## src/xed_pkg.sv

```systemverilog
package xed_pkg;

   // What one input byte does to the held candidate
   typedef enum logic [2:0] {
      KIND_COPY,   // no candidate, plain byte
      KIND_OPEN,   // no candidate, '&' opens one
      KIND_HOLD,   // candidate grows
      KIND_DONE,   // candidate resolves to one byte
      KIND_FAIL    // candidate breaks or grows too long
   } kind_type;

   // Source of the output register
   typedef enum logic [1:0] {
      SRC_IN,
      SRC_RES,
      SRC_MEM,
      SRC_TAIL
   } src_type;

   // Controller to datapath
   typedef struct packed {
      logic    step;          // apply the decision for the input byte
      logic    save_tail;     // keep the breaking byte for later
      logic    rd_first;      // read held entry 0
      logic    rd_next;       // read the following held entry
      logic    out_load;      // load the output register
      src_type out_src;
      logic    out_run_last;
      logic    out_str_last;
      logic    clear;         // drop the candidate
      logic    reopen;        // drop the candidate and open a new one with '&'
   } cmd_type;

   // Datapath to controller
   typedef struct packed {
      kind_type kind;
      logic     in_last;
      logic     in_amp;
      logic     tail_last;
      logic     more;         // further held entries follow the one read
      logic     out_free;     // output register can take an item this cycle
   } status_type;

endpackage

```

## src/xed_datapath.sv

```systemverilog
module xed_datapath import xed_pkg::*; #(
   parameter int MAX_PENDING = 16
) (
   input  logic       clock,
   input  logic       reset,
   input  logic [7:0] req_tdata,
   input  logic       req_tlast,
   input  cmd_type    cmd,
   output status_type status,
   output logic       rsp_tvalid,
   input  logic       rsp_tready,
   output logic [7:0] rsp_tdata,
   output logic       rsp_tuser,
   output logic       rsp_tlast
);

   localparam int CW = $clog2(MAX_PENDING + 1);
   localparam int AW = $clog2(MAX_PENDING);
   localparam logic [CW-1:0] HELD_MAX = CW'(MAX_PENDING);

   localparam int NUM_ENT = 5;
   localparam logic [7:0] CH_AMP   = 8'h26;
   localparam logic [7:0] CH_HASH  = 8'h23;
   localparam logic [7:0] CH_SEMI  = 8'h3B;
   localparam logic [7:0] CH_PLUS  = 8'h2B;
   localparam logic [7:0] CH_MINUS = 8'h2D;
   localparam logic [7:0] CH_SPACE = 8'h20;
   localparam logic [7:0] CH_QMARK = 8'h3F;

   // Named entities, padded with zeros to eight columns
   localparam logic [7:0] ENT_TEXT [NUM_ENT][8] = '{
      '{"&", "a", "m", "p", ";", 8'h00, 8'h00, 8'h00},
      '{"&", "l", "t", ";", 8'h00, 8'h00, 8'h00, 8'h00},
      '{"&", "g", "t", ";", 8'h00, 8'h00, 8'h00, 8'h00},
      '{"&", "q", "u", "o", "t", ";", 8'h00, 8'h00},
      '{"&", "a", "p", "o", "s", ";", 8'h00, 8'h00}
   };
   localparam int ENT_LEN [NUM_ENT] = '{5, 4, 4, 6, 6};
   localparam logic [7:0] ENT_CHAR [NUM_ENT] = '{8'h26, 8'h3C, 8'h3E, 8'h22, 8'h27};

   typedef enum logic [3:0] {
      PH_IDLE,
      PH_AMP,
      PH_NAMED,
      PH_HASH,
      PH_NUM_WS,
      PH_NUM_SIGN,
      PH_NUM_ZERO,
      PH_NUM_ZX,
      PH_NUM_DIG
   } phase_type;

   // Candidate state
   phase_type            phase_ff, phase_in;
   logic [CW-1:0]        count_ff;
   logic [6:0]           value_ff, value_in;
   logic                 hex_ff, hex_in;
   logic                 neg_ff, neg_in;
   logic                 over_ff, over_in;
   logic [NUM_ENT-1:0]   mask_ff, mask_in;

   // Held bytes and flush read port
   logic [7:0]           held_mem [MAX_PENDING];
   logic [7:0]           rd_data_ff;
   logic [AW-1:0]        ptr_ff;
   logic [AW-1:0]        ptr_nx;
   logic [AW-1:0]        rd_addr;
   logic [AW-1:0]        wr_addr;
   logic [7:0]           wr_data;
   logic                 wr_en;

   logic [7:0]           tail_byte_ff;
   logic                 tail_last_ff;

   logic                 out_valid_ff;
   logic [7:0]           out_byte_ff;
   logic                 out_run_last_ff;
   logic                 out_str_last_ff;
   logic [7:0]           out_byte_in;
   logic                 out_free;

   // Decoding of the input byte
   logic [7:0]           b;
   logic                 is_x;
   logic                 is_ws;
   logic                 dig_ok;
   logic [3:0]           dig_val;
   logic [10:0]          acc_sum;
   logic                 acc_over;
   logic [6:0]           acc_val;
   logic [7:0]           num_res;
   logic [NUM_ENT-1:0]   ent_hit;
   logic [NUM_ENT-1:0]   ent_end;
   logic [7:0]           ent_res;
   kind_type             kind;
   logic [7:0]           res_byte;

   assign b     = req_tdata;
   assign is_x  = (b == "x") || (b == "X");
   assign is_ws = (b == CH_SPACE) || ((b >= 8'h09) && (b <= 8'h0D));

   // Digit value; letters count only in hex
   always_comb begin
      dig_ok  = 1'b0;
      dig_val = 4'd0;
      if ((b >= "0") && (b <= "9")) begin
         dig_ok  = 1'b1;
         dig_val = 4'(b - "0");
      end else if (hex_ff && (b >= "a") && (b <= "f")) begin
         dig_ok  = 1'b1;
         dig_val = 4'(b - "a" + 8'd10);
      end else if (hex_ff && (b >= "A") && (b <= "F")) begin
         dig_ok  = 1'b1;
         dig_val = 4'(b - "A" + 8'd10);
      end
   end

   // value * base + digit, saturating at 127
   always_comb begin
      if (hex_ff) begin
         acc_sum = {value_ff, 4'b0000} + 11'(dig_val);
      end else begin
         acc_sum = 11'({value_ff, 3'b000}) + 11'({value_ff, 1'b0}) + 11'(dig_val);
      end
      acc_over = (acc_sum > 11'd127);
      acc_val  = acc_over ? 7'd127 : acc_sum[6:0];
   end

   assign num_res = (!neg_ff && !over_ff && (value_ff != 7'd0)) ? {1'b0, value_ff} : CH_QMARK;

   // Named entity match at the current position
   always_comb begin
      ent_res = CH_QMARK;
      for (int e = 0; e < NUM_ENT; e++) begin
         ent_hit[e] = mask_ff[e] && (count_ff < CW'(ENT_LEN[e]))
                      && (ENT_TEXT[e][count_ff[2:0]] == b);
         ent_end[e] = ent_hit[e] && (count_ff == CW'(ENT_LEN[e] - 1));
         if (ent_end[e]) begin
            ent_res = ENT_CHAR[e];
         end
      end
   end

   // Step decision for the input byte
   always_comb begin
      kind     = KIND_FAIL;
      phase_in = phase_ff;
      value_in = value_ff;
      hex_in   = hex_ff;
      neg_in   = neg_ff;
      over_in  = over_ff;
      mask_in  = mask_ff;
      res_byte = b;
      if (phase_ff == PH_IDLE) begin
         if (b == CH_AMP) begin
            kind     = KIND_OPEN;
            phase_in = PH_AMP;
         end else begin
            kind = KIND_COPY;
         end
      end else if (count_ff >= HELD_MAX) begin
         kind = KIND_FAIL;
      end else begin
         unique case (phase_ff)
            PH_AMP, PH_NAMED: begin
               if ((phase_ff == PH_AMP) && (b == CH_HASH)) begin
                  kind     = KIND_HOLD;
                  phase_in = PH_HASH;
               end else if (|ent_end) begin
                  kind     = KIND_DONE;
                  res_byte = ent_res;
               end else if (|ent_hit) begin
                  kind     = KIND_HOLD;
                  phase_in = PH_NAMED;
                  mask_in  = ent_hit;
               end
            end
            PH_HASH, PH_NUM_WS, PH_NUM_SIGN: begin
               if ((phase_ff == PH_HASH) && is_x) begin
                  kind     = KIND_HOLD;
                  phase_in = PH_NUM_WS;
                  hex_in   = 1'b1;
               end else if ((phase_ff != PH_NUM_SIGN) && is_ws) begin
                  kind     = KIND_HOLD;
                  phase_in = PH_NUM_WS;
               end else if ((phase_ff != PH_NUM_SIGN) && (b == CH_PLUS)) begin
                  kind     = KIND_HOLD;
                  phase_in = PH_NUM_SIGN;
               end else if ((phase_ff != PH_NUM_SIGN) && (b == CH_MINUS)) begin
                  kind     = KIND_HOLD;
                  phase_in = PH_NUM_SIGN;
                  neg_in   = 1'b1;
               end else if (dig_ok && hex_ff && (dig_val == 4'd0)) begin
                  kind     = KIND_HOLD;
                  phase_in = PH_NUM_ZERO;
               end else if (dig_ok) begin
                  kind     = KIND_HOLD;
                  phase_in = PH_NUM_DIG;
                  value_in = acc_val;
                  over_in  = over_ff | acc_over;
               end
            end
            PH_NUM_ZERO, PH_NUM_ZX, PH_NUM_DIG: begin
               if ((phase_ff == PH_NUM_ZERO) && hex_ff && is_x) begin
                  kind     = KIND_HOLD;
                  phase_in = PH_NUM_ZX;
               end else if ((phase_ff != PH_NUM_ZX) && (b == CH_SEMI)) begin
                  kind     = KIND_DONE;
                  res_byte = num_res;
               end else if (dig_ok) begin
                  kind     = KIND_HOLD;
                  phase_in = PH_NUM_DIG;
                  value_in = acc_val;
                  over_in  = over_ff | acc_over;
               end
            end
            default: begin
               kind = KIND_FAIL;
            end
         endcase
      end
   end

   // Candidate registers
   always_ff @(posedge clock) begin
      if (reset) begin
         phase_ff <= PH_IDLE;
         count_ff <= '0;
         value_ff <= '0;
         hex_ff   <= 1'b0;
         neg_ff   <= 1'b0;
         over_ff  <= 1'b0;
         mask_ff  <= '1;
      end else if (cmd.clear || (cmd.step && (kind == KIND_DONE))) begin
         phase_ff <= PH_IDLE;
         count_ff <= '0;
         value_ff <= '0;
         hex_ff   <= 1'b0;
         neg_ff   <= 1'b0;
         over_ff  <= 1'b0;
         mask_ff  <= '1;
      end else if (cmd.reopen) begin
         phase_ff <= PH_AMP;
         count_ff <= CW'(1);
         value_ff <= '0;
         hex_ff   <= 1'b0;
         neg_ff   <= 1'b0;
         over_ff  <= 1'b0;
         mask_ff  <= '1;
      end else if (cmd.step) begin
         phase_ff <= phase_in;
         count_ff <= count_ff + CW'(1);
         value_ff <= value_in;
         hex_ff   <= hex_in;
         neg_ff   <= neg_in;
         over_ff  <= over_in;
         mask_ff  <= mask_in;
      end
   end

   // Held byte memory: one write, one registered read
   assign wr_en   = (cmd.step && ((kind == KIND_OPEN) || (kind == KIND_HOLD))) || cmd.reopen;
   assign wr_addr = cmd.reopen ? '0 : count_ff[AW-1:0];
   assign wr_data = cmd.reopen ? CH_AMP : b;
   assign ptr_nx  = ptr_ff + AW'(1);
   assign rd_addr = cmd.rd_first ? '0 : ptr_nx;

   always_ff @(posedge clock) begin
      if (wr_en) begin
         held_mem[wr_addr] <= wr_data;
      end
      if (cmd.rd_first || cmd.rd_next) begin
         rd_data_ff <= held_mem[rd_addr];
         ptr_ff     <= rd_addr;
      end
   end

   // Breaking byte kept across a flush
   always_ff @(posedge clock) begin
      if (cmd.save_tail) begin
         tail_byte_ff <= b;
         tail_last_ff <= req_tlast;
      end
   end

   // Output register
   assign out_free = !out_valid_ff || rsp_tready;

   always_comb begin
      unique case (cmd.out_src)
         SRC_IN:   out_byte_in = b;
         SRC_RES:  out_byte_in = res_byte;
         SRC_MEM:  out_byte_in = rd_data_ff;
         SRC_TAIL: out_byte_in = tail_byte_ff;
         default:  out_byte_in = b;
      endcase
   end

   always_ff @(posedge clock) begin
      if (reset) begin
         out_valid_ff <= 1'b0;
      end else if (cmd.out_load) begin
         out_valid_ff <= 1'b1;
      end else if (rsp_tready) begin
         out_valid_ff <= 1'b0;
      end
      if (cmd.out_load) begin
         out_byte_ff     <= out_byte_in;
         out_run_last_ff <= cmd.out_run_last;
         out_str_last_ff <= cmd.out_str_last;
      end
   end

   assign rsp_tvalid = out_valid_ff;
   assign rsp_tdata  = out_byte_ff;
   assign rsp_tuser  = out_run_last_ff;
   assign rsp_tlast  = out_str_last_ff;

   assign status.kind      = kind;
   assign status.in_last   = req_tlast;
   assign status.in_amp    = (b == CH_AMP);
   assign status.tail_last = tail_last_ff;
   assign status.more      = ((CW'(ptr_ff) + CW'(1)) < count_ff);
   assign status.out_free  = out_free;

endmodule

```

## src/xed_ctrl.sv

```systemverilog
module xed_ctrl import xed_pkg::*; (
   input  logic       clock,
   input  logic       reset,
   input  logic       req_tvalid,
   output logic       req_tready,
   input  status_type status,
   output cmd_type    cmd
);

   typedef enum logic [1:0] {
      S_RUN,
      S_FLUSH_RD,
      S_FLUSH_OUT,
      S_TAIL
   } state_type;

   // How a flush ends
   typedef enum logic [1:0] {
      END_STRING,   // string ended while held: last held byte closes it
      END_TAIL,     // breaking byte follows the held bytes
      END_REOPEN    // breaking byte was '&': it opens a new candidate
   } mode_type;

   state_type state_ff, state_in;
   mode_type  mode_ff, mode_in;
   logic      accept;

   assign req_tready = (state_ff == S_RUN) && status.out_free;
   assign accept     = req_tvalid && req_tready;

   // Command decode
   always_comb begin
      cmd      = '0;
      state_in = state_ff;
      mode_in  = mode_ff;
      unique case (state_ff)
         S_RUN: begin
            if (accept) begin
               unique case (status.kind)
                  KIND_COPY: begin
                     cmd.out_load     = 1'b1;
                     cmd.out_src      = SRC_IN;
                     cmd.out_run_last = 1'b1;
                     cmd.out_str_last = status.in_last;
                  end
                  KIND_OPEN: begin
                     if (status.in_last) begin
                        cmd.out_load     = 1'b1;
                        cmd.out_src      = SRC_IN;
                        cmd.out_run_last = 1'b1;
                        cmd.out_str_last = 1'b1;
                     end else begin
                        cmd.step = 1'b1;
                     end
                  end
                  KIND_DONE: begin
                     cmd.step         = 1'b1;
                     cmd.out_load     = 1'b1;
                     cmd.out_src      = SRC_RES;
                     cmd.out_run_last = 1'b1;
                     cmd.out_str_last = status.in_last;
                  end
                  KIND_HOLD: begin
                     cmd.step = 1'b1;
                     if (status.in_last) begin
                        state_in = S_FLUSH_RD;
                        mode_in  = END_STRING;
                     end
                  end
                  KIND_FAIL: begin
                     cmd.save_tail = 1'b1;
                     state_in      = S_FLUSH_RD;
                     mode_in       = (status.in_amp && !status.in_last) ? END_REOPEN : END_TAIL;
                  end
                  default: begin
                     state_in = S_RUN;
                  end
               endcase
            end
         end
         S_FLUSH_RD: begin
            cmd.rd_first = 1'b1;
            state_in     = S_FLUSH_OUT;
         end
         S_FLUSH_OUT: begin
            if (status.out_free) begin
               cmd.out_load = 1'b1;
               cmd.out_src  = SRC_MEM;
               if (status.more) begin
                  cmd.rd_next = 1'b1;
               end else begin
                  unique case (mode_ff)
                     END_STRING: begin
                        cmd.out_run_last = 1'b1;
                        cmd.out_str_last = 1'b1;
                        cmd.clear        = 1'b1;
                        state_in         = S_RUN;
                     end
                     END_REOPEN: begin
                        cmd.out_run_last = 1'b1;
                        cmd.reopen       = 1'b1;
                        state_in         = S_RUN;
                     end
                     END_TAIL: begin
                        cmd.clear = 1'b1;
                        state_in  = S_TAIL;
                     end
                     default: begin
                        cmd.clear = 1'b1;
                        state_in  = S_RUN;
                     end
                  endcase
               end
            end
         end
         S_TAIL: begin
            if (status.out_free) begin
               cmd.out_load     = 1'b1;
               cmd.out_src      = SRC_TAIL;
               cmd.out_run_last = 1'b1;
               cmd.out_str_last = status.tail_last;
               state_in         = S_RUN;
            end
         end
         default: begin
            state_in = S_RUN;
         end
      endcase
   end

   always_ff @(posedge clock) begin
      if (reset) begin
         state_ff <= S_RUN;
         mode_ff  <= END_TAIL;
      end else begin
         state_ff <= state_in;
         mode_ff  <= mode_in;
      end
   end

endmodule

```

## src/xml_entity_decoder_top.sv

```systemverilog
// XML character reference decoder.
// Input channel req_*: one text byte per item, req_tlast marks the last byte of a string.
// Output channel rsp_*: decoded or copied bytes; rsp_tuser marks the last item caused
// by one input byte, rsp_tlast the last item of the string.
// Named entities (amp, lt, gt, quot, apos) and numeric references (&#dec; &#xhex;)
// become one byte; a broken or too long candidate is flushed as it came in.
// The result of an input item is loaded into the output register when the item is taken.
// Throughput: one input item per cycle while bytes are copied, held or resolved and the
// output register is free. An item that ends a candidate unresolved starts a flush:
// a memory read setup, then one held byte per cycle from the single read port while
// the output register is free, then the breaking byte when it is copied out after them.
// Input is not taken while a flush drains.
// Reset clears the candidate and the output register; held bytes are not cleared.
// If the receiver stalls, the output register holds its item and req_tready stays low
// until that item is taken.
module xml_entity_decoder_top import xed_pkg::*; #(
   parameter int MAX_PENDING = 16
) (
   input  logic       clock,
   input  logic       reset,
   input  logic       req_tvalid,
   output logic       req_tready,
   input  logic [7:0] req_tdata,    // [7:0] in_byte
   input  logic       req_tlast,
   output logic       rsp_tvalid,
   input  logic       rsp_tready,
   output logic [7:0] rsp_tdata,    // [7:0] out_byte
   output logic       rsp_tuser,    // [0] out_run_last
   output logic       rsp_tlast
);

   cmd_type    cmd;
   status_type status;

   xed_ctrl u_ctrl (
      .clock      (clock),
      .reset      (reset),
      .req_tvalid (req_tvalid),
      .req_tready (req_tready),
      .status     (status),
      .cmd        (cmd)
   );

   xed_datapath #(
      .MAX_PENDING (MAX_PENDING)
   ) u_datapath (
      .clock      (clock),
      .reset      (reset),
      .req_tdata  (req_tdata),
      .req_tlast  (req_tlast),
      .cmd        (cmd),
      .status     (status),
      .rsp_tvalid (rsp_tvalid),
      .rsp_tready (rsp_tready),
      .rsp_tdata  (rsp_tdata),
      .rsp_tuser  (rsp_tuser),
      .rsp_tlast  (rsp_tlast)
   );

endmodule

```

## config.mk

```make
export PLATFORM = sky130hd
export DESIGN_NAME = xml_entity_decoder_top
export DESIGN_NICKNAME = d
export VERILOG_FILES = /design/src/xed_pkg.sv /design/src/xed_datapath.sv /design/src/xed_ctrl.sv /design/src/xml_entity_decoder_top.sv
export SDC_FILE = /design/constraint.sdc
export NUM_CORES = 1
export LEC_CHECK = 0
export ABC_CLOCK_PERIOD_IN_PS = 4950
export BUFFER_PORTS_ARGS = -buffer_cell sky130_fd_sc_hd__buf_4
export CAP_MARGIN = 15
export CORE_ASPECT_RATIO = 1.75
export CORE_UTILIZATION = 44
export DETAILED_ROUTE_END_ITERATION = 6
export GPL_TIMING_DRIVEN = 0
export HOLD_SLACK_MARGIN = 0.05
export PLACE_DENSITY = 0.58
export SYNTH_ARGS = -nofsm -noshare
export SYNTH_HDL_FRONTEND = slang
export SYNTH_SLANG_ARGS = --single-unit
```

## constraint.sdc

```tcl
create_clock -name clock -period 4.95 [get_ports clock]
set_clock_uncertainty 0.2 [all_clocks]
set_input_delay 0.2475 -clock clock [delete_from_list [all_inputs] [get_ports clock]]
set_output_delay 0.2475 -clock clock [all_outputs]
set_load 0.05 [all_outputs]
```

==> results.cfg, run 1 <==
[status]
status = complete, no violations

[critical_path]
crit_end = u_datapath.held_mem[6][3]$_DFFE_PP_
startpoint = u_datapath.count_ff[0]$_SDFFE_PP0P_
crit_fanout = 10
cp.required_ns = 4.82
rrSetupSlack_ns = 0.11
worstSetupStartpointType = flop
worstSetupPathType = flop to flop
crit_path_end_kind = flop
reg2reg_to = u_datapath.held_mem[6][3]$_DFFE_PP_
cp.arrival_ns = 4.71
r2r-start = u_datapath.count_ff[0]$_SDFFE_PP0P_
reg2reg_depth = 13

[power_and_ir_drop]
combinationalPowerShare_pct = 5.6
p_leak_nw = 4.06
swShare_pct = 23.8
vdd_drop_max_v = 0.000160
power_frac_seq_pct = 52.7
internal_power_mw = 2.49
power_switching_mw = 0.774
clockPowerShare_pct = 41.7
powerDensity_mw_per_mm2 = 277

[die]
core_area_sq_mm = 0.0232
placementRows = 74
die_h_um = 205
ioPinCount = 25
start_util_pct = 44.7
die_w_um = 118
dieArea_sq_mm = 0.0242

[drt]
drcViolationCount = 0
routed_wl_um = 30500
drtPass1Iterations = 5
vias = 7647
first_iter_violations = 558
wl_per_cell_um = 23.3
ant_nets = 0
via_per_inst = 5.83

[logic_synthesis]
synth-seq-cells = 188
synth_top_area_share_pct = 46.0
yosysTopAreaCell = edfxtp_1
syn_area_per_cell_sq_um = 11.1
ys_seq_area_share_pct = 51.6
synth_nets = 977
yosys_warnings = 0
postSynthCellCount = 931
synth_ff_type = edfxtp_1
yosys.cell_types.count = 98
synth_edf_count = 159
syn-cell-area_sq_mm = 0.0104
synthTopCellsByArea = edfxtp_1 (46%), dfxtp_1 (5.6%), ha_1 (3.7%)
async_reset_ff_share_pct = 0

[global_routing]
grt_pass1_vias = 7635
grt-ovfl-total = 0
antenna_found_initial = 0
grt.total_usage_pct = 25.9
grt_max_degree = 19
grt_pass1_wl_um = 45800

[cts]
cts_made_buffers = 17
clk_pin_slew_ns = 0.07
cts_buffer_depth = 2
h-tree-depth = 4
insertion_delay_ns = 0.45
root_buffer = clkbuf_16
cts_post_setup_buffers_inserted = 0
cts.sinks = 188
cts_tree = done

[layout]
drive_gt1_share_pct = 17.6
multiInputGateArea_sq_mm = 0.00458
fin_cells = 1312
final_common_cell = edfxtp_1
final_area_sq_mm = 0.0118
area_growth_pct = 13.3
diodes = 0
seqCellArea_sq_mm = 0.00536
nets = 1041
fill_cells = 2093
final_cell_mix = edfxtp_1 (159), a21oi_1 (74), nor2_1 (68), nand2_1 (64), o21ai_0 (60)

[placed_design]
place_inst = 1265
routabilityCongestion = 0.982
placed_cell_area_sq_mm = 0.0110
io_buffers = 24
place_ws_ns = -0.145
detailed_place_hpwl_um = 23100

[min_path]
hold_class = primary input to flop

[timing]
setup_violations = 0
setup_slack_ns = 0.114
hold_viol = 0
drv_slew = 0
fmax_mhz = 207
worst_pin_slew_ns = 1.07
max-slew-margin-rel_pct = 28.3
post-route-min-period_ns = 4.84
finalCritPeriodShare_pct = 97.7
rsz0062_at_grt = yes

[flow_run]
maxCapViolCount = 0
[worst max-delay path: stages (launching register included)]
cell,delay (ns)
dfxtp_1,0.41
inv_1,0.24
ha_1,0.36
and2_1,0.24
o21a_1,0.19
o211a_1,0.21
inv_1,0.20
a211oi_1,0.08
o31ai_1,0.60
nor2b_1,0.39
a21o_2,0.28
nand2_2,0.09
buf_6,0.16
nor4_2,0.80
[cell usage after synthesis (all sizes together), types with 26 or more instances]
cell	number
clkbuf	31
edfxtp	159
nand2	67
a21oi	78
nor2	69
mux2i	33
mux2	26
o21ai	63
nor3	31
ha	31
dfxtp	29
inv	30
buf	28
[metal layers]
layer | part of all wire (%) | GRT usage (%) | wire length (um) | vias to the layer above
met5 | 0 | 0 | 0 | -
met1 | 35 | 25.5 | 10700 | 3663
met3 | 3.3 | 3.54 | 993 | 102
met2 | 54 | 48.3 | 16400 | 251
met4 | 7.7 | 20.7 | 2350 | 0
li1 | - | - | - | 3631
[kinds of logic (layout without fill, tap and decap cells)]
logic type	after synthesis	after routing	share of synthesized area [%]
simple gates	293	293	15.5
compound gates	241	241	15.8
flops	188	188	51.6
buf+inv	90	167	4.71
mux	59	59	6.00
fa+ha+maj	33	33	4.12
xor+xnor	27	27	2.28
[registers in the layout (all words and copies together) (netlist names), 2 cells and up]
| signal | flops |
|---|---|
| u_datapath.held_mem | 128 |
| u_datapath.rd_data_ff | 8 |
| u_datapath.rsp_tdata | 8 |
| u_datapath.tail_byte_ff | 8 |
| u_datapath.value_ff | 7 |
| u_datapath.count_ff | 5 |
| u_datapath.mask_ff | 5 |
| u_datapath.phase_ff | 4 |
| u_datapath.ptr_ff | 4 |
| u_ctrl.mode_ff | 2 |
| u_ctrl.state_ff | 2 |
[metrics by stage]
step | hold slack [ns] | util (%) | setup TNS [ns] | power (mW)
after floorplan | 0.117 | - | 0 | 1.86
after detailed placement | 0.254 | 47.3 | -0.741 | 1.93
final | 0.183 | 50.6 | 0 | 3.26
after global routing | 0.201 | 50.6 | -0.998 | 3.33
after CTS | 0.169 | 50.3 | 0 | 3.27
after global placement | 0.247 | 47.1 | -7.09 | 1.92
[worst min-delay path by stage]
stage / cells past startpoint / to / from / slack (ns)
3_3_place_gp: 1 / u_datapath.mask_ff[3]$_SDFFE_PP1P_ / u_datapath.mask_ff[3]$_SDFFE_PP1P_ / 0.25
3_5_place_dp: 1 / u_datapath.tail_byte_ff[3]$_DFFE_PP_ / req_tdata[3] / 0.25
4_1_cts: 5 / u_datapath.phase_ff[3]$_SDFFE_PP0P_ / req_tvalid / 0.17
5_1_grt: 5 / u_datapath.phase_ff[3]$_SDFFE_PP0P_ / req_tvalid / 0.20
2_1_floorplan: 1 / u_ctrl.mode_ff[1]$_SDFFE_PP0P_ / reset / 0.12
6_report: 5 / u_datapath.phase_ff[3]$_SDFFE_PP0P_ / req_tvalid / 0.18
[power groups by stage]
| stage | Clock (mW) | Sequential [mW] | Combinational, mW |
|---|---|---|---|
| floorplan | 0 | 1.78 | 0.0803 |
| global placement | 0 | 1.76 | 0.168 |
| detailed placement | 0 | 1.76 | 0.170 |
| CTS | 1.38 | 1.72 | 0.178 |
| global route | 1.42 | 1.72 | 0.191 |
| finish | 1.36 | 1.72 | 0.182 |
[layout make-up]
class                   instances  share of cell area [%]
plain buffers                  59                    3.15
clock buffers                  17                    3.62
clock inverters                15                    1.29
flip-flops and latches        188                    45.5
repair buffers                 45                    3.19
well taps                     304                    3.24
multi-input cells             653                    39.0
inverters                      31                    1.01
[timing repair]
action / 4_1_cts / 5_1_grt
resized for setup: 0 / 5
endpoints found under the hold margin: 17 / 0
hold buffers: 12 / 0
setup endpoints to repair: 0 / 46
Power figures use the tool's default switching activity.
==> run 2, diff against run 1 <==
- ABC_CLOCK_PERIOD_IN_PS: 4950 -> 4600
- clock period: 4.95 -> 4.6 ns (I/O delays scaled with it)
==> run 2 against run 1 <==
Effect of this change: die area is the same; via count barely moved; design area increased by 1.1%; largest power group unchanged.
==> results.cfg, run 2 (synthesis results as in run 1) <==
[status]
status = complete, no violations

[drt]
drtPass1Iterations = 4
wl_per_cell_um = 23.3
via_per_inst = 5.82
vias = 7640
routed_wl_um = 30600
first_iter_violations = 451
drcViolationCount = 0
ant_nets = 0

[layout]
diodes = 0
fill_cells = 2090
area_growth_pct = 14.5
final_cell_mix = edfxtp_1 (159), a21oi_1 (73), nand2_1 (64), nor2_1 (63), o21ai_0 (58)
final_common_cell = edfxtp_1
regMostFlops = u_datapath.held_mem
nets = 1041
largest_register_ffs = 128
drive_gt1_share_pct = 19.2

[timing]
fmax_mhz = 220
max-slew-margin-rel_pct = 32.1
drv_slew = 0
finalCritPeriodShare_pct = 98.7
setup_violations = 0
setup_slack_ns = 0.0592
rsz0062_at_grt = yes
holdWs_ns = 0.167
post-route-min-period_ns = 4.54
worst_pin_slew_ns = 1.01
hold_viol = 0

[critical_path]
slowest_delay_ns = 0.61
worstSetupPathType = flop to flop
reg2reg_depth = 12
worstSetupStartpointType = flop
cp.arrival_ns = 4.64
crit_chain = ha_1 -> xor2_1 -> clkbuf_1 -> ha_1 -> a21oi_1 -> nor2b_1 -> o21ai_0 -> nor2b_1 -> nor4_2 -> clkbuf_1 -> nor2_1 -> buf_6
crit_fanout = 10
cp.required_ns = 4.70
crit_path_end_kind = flop
critPathSlowestCell = nor2_1

[die]
core_area_sq_mm = 0.0232
die_h_um = 205
dieArea_sq_mm = 0.0242
die_w_um = 118
placementRows = 74
ioPinCount = 25
start_util_pct = 44.7

[cts]
clk_pin_slew_ns = 0.07
root_buffer = clkbuf_16
cts_tree = done
insertion_delay_ns = 0.45
cts_buffer_depth = 2
cts_made_buffers = 17
h-tree-depth = 4
cts.sinks = 188

[global_routing]
grt.total_usage_pct = 26.0
grt-ovfl-total = 0
antenna_found_initial = 0
grt_max_degree = 19
grt_pass1_wl_um = 45800
grt_pass1_vias = 7596

[power_and_ir_drop]
p_leak_nw = 4.12
powerDensity_mw_per_mm2 = 295
vdd_drop_max_v = 0.000172

[placed_design]
routabilityCongestion = 0.982
io_buffers = 24
place_ws_ns = -0.478
detailed_place_hpwl_um = 23100

[min_path]
hold_class = primary input to flop
whs_path_depth = 5

[flow_run]
maxCapViolCount = 0
## run 2: changes by cell type in the layout (fill, tap and decap cells not counted), sizes merged
cell      change
buf           +1
clkbuf        -1
clkinvlp      +1
inv           -1
## run 2: power by group
part	internal [mW]	switching (mW)	leakage [nW]
logic	0.0626	0.135	2.17
registers	1.85	0.00197	1.67
clock network	0.764	0.697	0.273
## run 2: final timing paths
path                              startpoint                                   to  slack, ns
max           u_datapath.ptr_ff[1]$_DFFE_PP_  u_datapath.held_mem[3][4]$_DFFE_PP_       0.06
min                               req_tvalid  u_datapath.phase_ff[3]$_SDFFE_PP0P_       0.17
max reg2reg   u_datapath.ptr_ff[1]$_DFFE_PP_  u_datapath.held_mem[3][4]$_DFFE_PP_       0.06
min reg2reg  u_datapath.over_ff$_SDFFE_PP0P_      u_datapath.over_ff$_SDFFE_PP0P_       0.28
## run 2: layer usage
metal | global-route usage, % | share of wire (%)
met5 | 0 | 0
met4 | 20.1 | 8.0
met3 | 3.70 | 3.4
met2 | 48.7 | 54
met1 | 25.5 | 35
## run 2: area by class of cell
cell class	count	area, sq um	share of cell area (%)
Timing Repair Buffer	46	383	3.22
Sequential cell	188	5360	45.1
Inverter	31	123	1.03
Clock inverter	15	151	1.27
Buffer	58	367	3.09
Clock buffer	17	425	3.58
Tap cell	304	380	3.20
Multi-Input combinational cell	653	4700	39.5
## run 2: what timing repair did
action	in CTS	in global routing
endpoints found under the setup margin	108	196
endpoints found under the hold margin	20	0
resized for setup	14	18
hold buffers	12	0
setup buffers	0	4
pin swaps	0	2
## run 2: through the flow
| step | util [%] | cell area [sq um] | TNS [ns] | power [mW] | cells |
|---|---|---|---|---|---|
| final | 51.1 | 11900 | 0 | 3.51 | 1312 |
| after global routing | 51.1 | 11900 | -5.94 | 3.59 | 1312 |
| after global placement | 47.1 | 10900 | -41.47 | 2.07 | 1259 |
| after detailed placement | 47.3 | 11000 | -19.76 | 2.07 | 1265 |
| after floorplan | - | 10400 | 0 | 2.00 | 931 |
| after CTS | 50.7 | 11800 | -0.00134 | 3.52 | 1309 |
## run 2: critical path: cells and delay by family, from the launching register on
family	cells	cell delay, ns
buf+inv	3	1.00
xor+xnor	1	0.59
compound gates	2	0.31
fa+ha+maj	2	0.55
simple gates	4	1.30
flops	1	0.42
==> run 3, diff against run 2 <==
- ABC_CLOCK_PERIOD_IN_PS: 4600 -> 5100
- clock period: 4.6 -> 5.1 ns (I/O delays scaled with it)
==> run 3 against run 2 <==
Effect of this change: utilization down 0.54 points; combinational power down 10%; via count down 0.17%; design area down 1.1%; worst hold slack better by 0.025 ns; routed wire length down 0.21%; clock power down 9.6%; critical path type unchanged.
==> results.cfg, run 3 (synthesis results as in run 1) <==
[drt]
wl_per_cell_um = 23.2
ant_nets = 0
drcViolationCount = 0
first_iter_violations = 516
routed_wl_um = 30500
via_per_inst = 5.81
vias = 7627
drtPass1Iterations = 5

[cts]
cts_made_buffers = 17
root_buffer = clkbuf_16
cts_tree = done
cts.sinks = 188
clk_pin_slew_ns = 0.07
cts_buffer_depth = 2
insertion_delay_ns = 0.45
h-tree-depth = 4

[power_and_ir_drop]
p_leak_nw = 4.06
vdd_drop_max_v = 0.000155
powerDensity_mw_per_mm2 = 269

[global_routing]
grt-ovfl-total = 0
grt_max_degree = 19
grt.total_usage_pct = 26.0
grt_pass1_wl_um = 45800
antenna_found_initial = 0
grt_pass1_vias = 7611

[layout]
nets = 1041
area_growth_pct = 13.3
regMostFlops = u_datapath.held_mem
final_common_cell = edfxtp_1
final_area_sq_mm = 0.0118
drive_gt1_share_pct = 17.8
largest_register_ffs = 128
diodes = 0
fill_cells = 2089
final_cell_mix = edfxtp_1 (159), a21oi_1 (73), nor2_1 (68), nand2_1 (64), o21ai_0 (59)

[timing]
max-slew-margin-rel_pct = 28.9
setup_tns_ns = 0
finalCritPeriodShare_pct = 94.2
fmax_mhz = 208
hold_viol = 0
worst_pin_slew_ns = 1.06
setup_slack_ns = 0.294
rsz0062_at_grt = no
drv_slew = 0
post-route-min-period_ns = 4.81
setup_violations = 0

[critical_path]
worstSetupPathType = flop to flop
reg2reg_depth = 13
r2r-start = u_datapath.count_ff[0]$_SDFFE_PP0P_
reg2reg_to = u_datapath.held_mem[9][1]$_DFFE_PP_
cp.required_ns = 4.97
crit_path_end_kind = flop
worstSetupStartpointType = flop
crit_fanout = 10
cp.arrival_ns = 4.67
rrSetupSlack_ns = 0.29

[placed_design]
routabilityCongestion = 0.982
place_ws_ns = -0.00275
detailed_place_hpwl_um = 23100
io_buffers = 24
placed_cell_area_sq_mm = 0.0110

[die]
die_h_um = 205
ioPinCount = 25
die_w_um = 118
start_util_pct = 44.7
core_area_sq_mm = 0.0232
dieArea_sq_mm = 0.0242
placementRows = 74

[min_path]
whs_path_depth = 5
hold_class = primary input to flop
min_to = u_datapath.phase_ff[3]$_SDFFE_PP0P_
min_from = req_tvalid

[flow_run]
maxCapViolCount = 0

[status]
status = complete, no violations
[run 3: power breakdown]
group	internal, mW	switching [mW]	total, mW
Clock	0.690	0.627	1.32
Combinational	0.0559	0.121	0.177
Sequential	1.67	0.00180	1.67
[run 3: repair_timing]
action,CTS,global route
gates resized for setup,0,7
endpoints found under the hold margin,17,0
setup endpoints to repair,0,6
setup buffers,0,0
hold buffers,12,0
[run 3: worst max-delay path by stage]
stage,from,to,slack [ns]
after floorplan,req_tdata[1],u_datapath.value_ff[5]$_SDFFE_PP0P_,0.84
after global placement,req_tdata[1],u_datapath.value_ff[5]$_SDFFE_PP0P_,-0.40
after detailed placement,req_tdata[1],u_datapath.value_ff[3]$_SDFFE_PP0P_,-0.003
after global routing,u_datapath.count_ff[0]$_SDFFE_PP0P_,u_datapath.held_mem[9][4]$_DFFE_PP_,0.03
final,u_datapath.count_ff[0]$_SDFFE_PP0P_,u_datapath.held_mem[9][1]$_DFFE_PP_,0.29
after CTS,req_tdata[0],u_datapath.value_ff[3]$_SDFFE_PP0P_,0.11
[run 3: final cells by class]
type                    count  area (sq um)  area share, %
flip-flops and latches    188          5360           45.6
plain buffers              59           370           3.15
well taps                 304           380           3.24
clock buffers              17           425           3.62
inverters                  31           119           1.01
multi-input cells         653          4580           39.0
clock inverters            15           151           1.29
repair buffers             45           375           3.19
[run 3: worst max-delay path, stage by stage, from the launching register on]
cell and delay, ns:
dfxtp_1 0.40, inv_1 0.24, ha_1 0.36, and2_1 0.24, o21a_1 0.18, o211a_1 0.21
inv_1 0.20, a211oi_1 0.08, o31ai_1 0.59, nor2b_1 0.39, a21o_2 0.28, nand2_2 0.09
buf_6 0.15, nor4_2 0.80
[run 3: stage by stage]
step | std cells | util (%) | hold slack (ns) | power, mW
after global placement | 1259 | 47.1 | 0.247 | 1.87
after detailed placement | 1265 | 47.3 | 0.260 | 1.87
after CTS | 1309 | 50.3 | 0.177 | 3.18
after floorplan | 931 | - | 0.124 | 1.80
after global routing | 1312 | 50.6 | 0.208 | 3.24
final | 1312 | 50.6 | 0.192 | 3.16
[run 3: metal layers]
metal	track usage [%]	vias to the layer above	routed length (um)	share of wire, %
li1	-	3632	-	-
met1	25.5	3669	10800	35
met4	20.2	0	2370	7.8
met5	0	-	0	0
met3	3.56	104	925	3.0
met2	48.6	222	16400	54
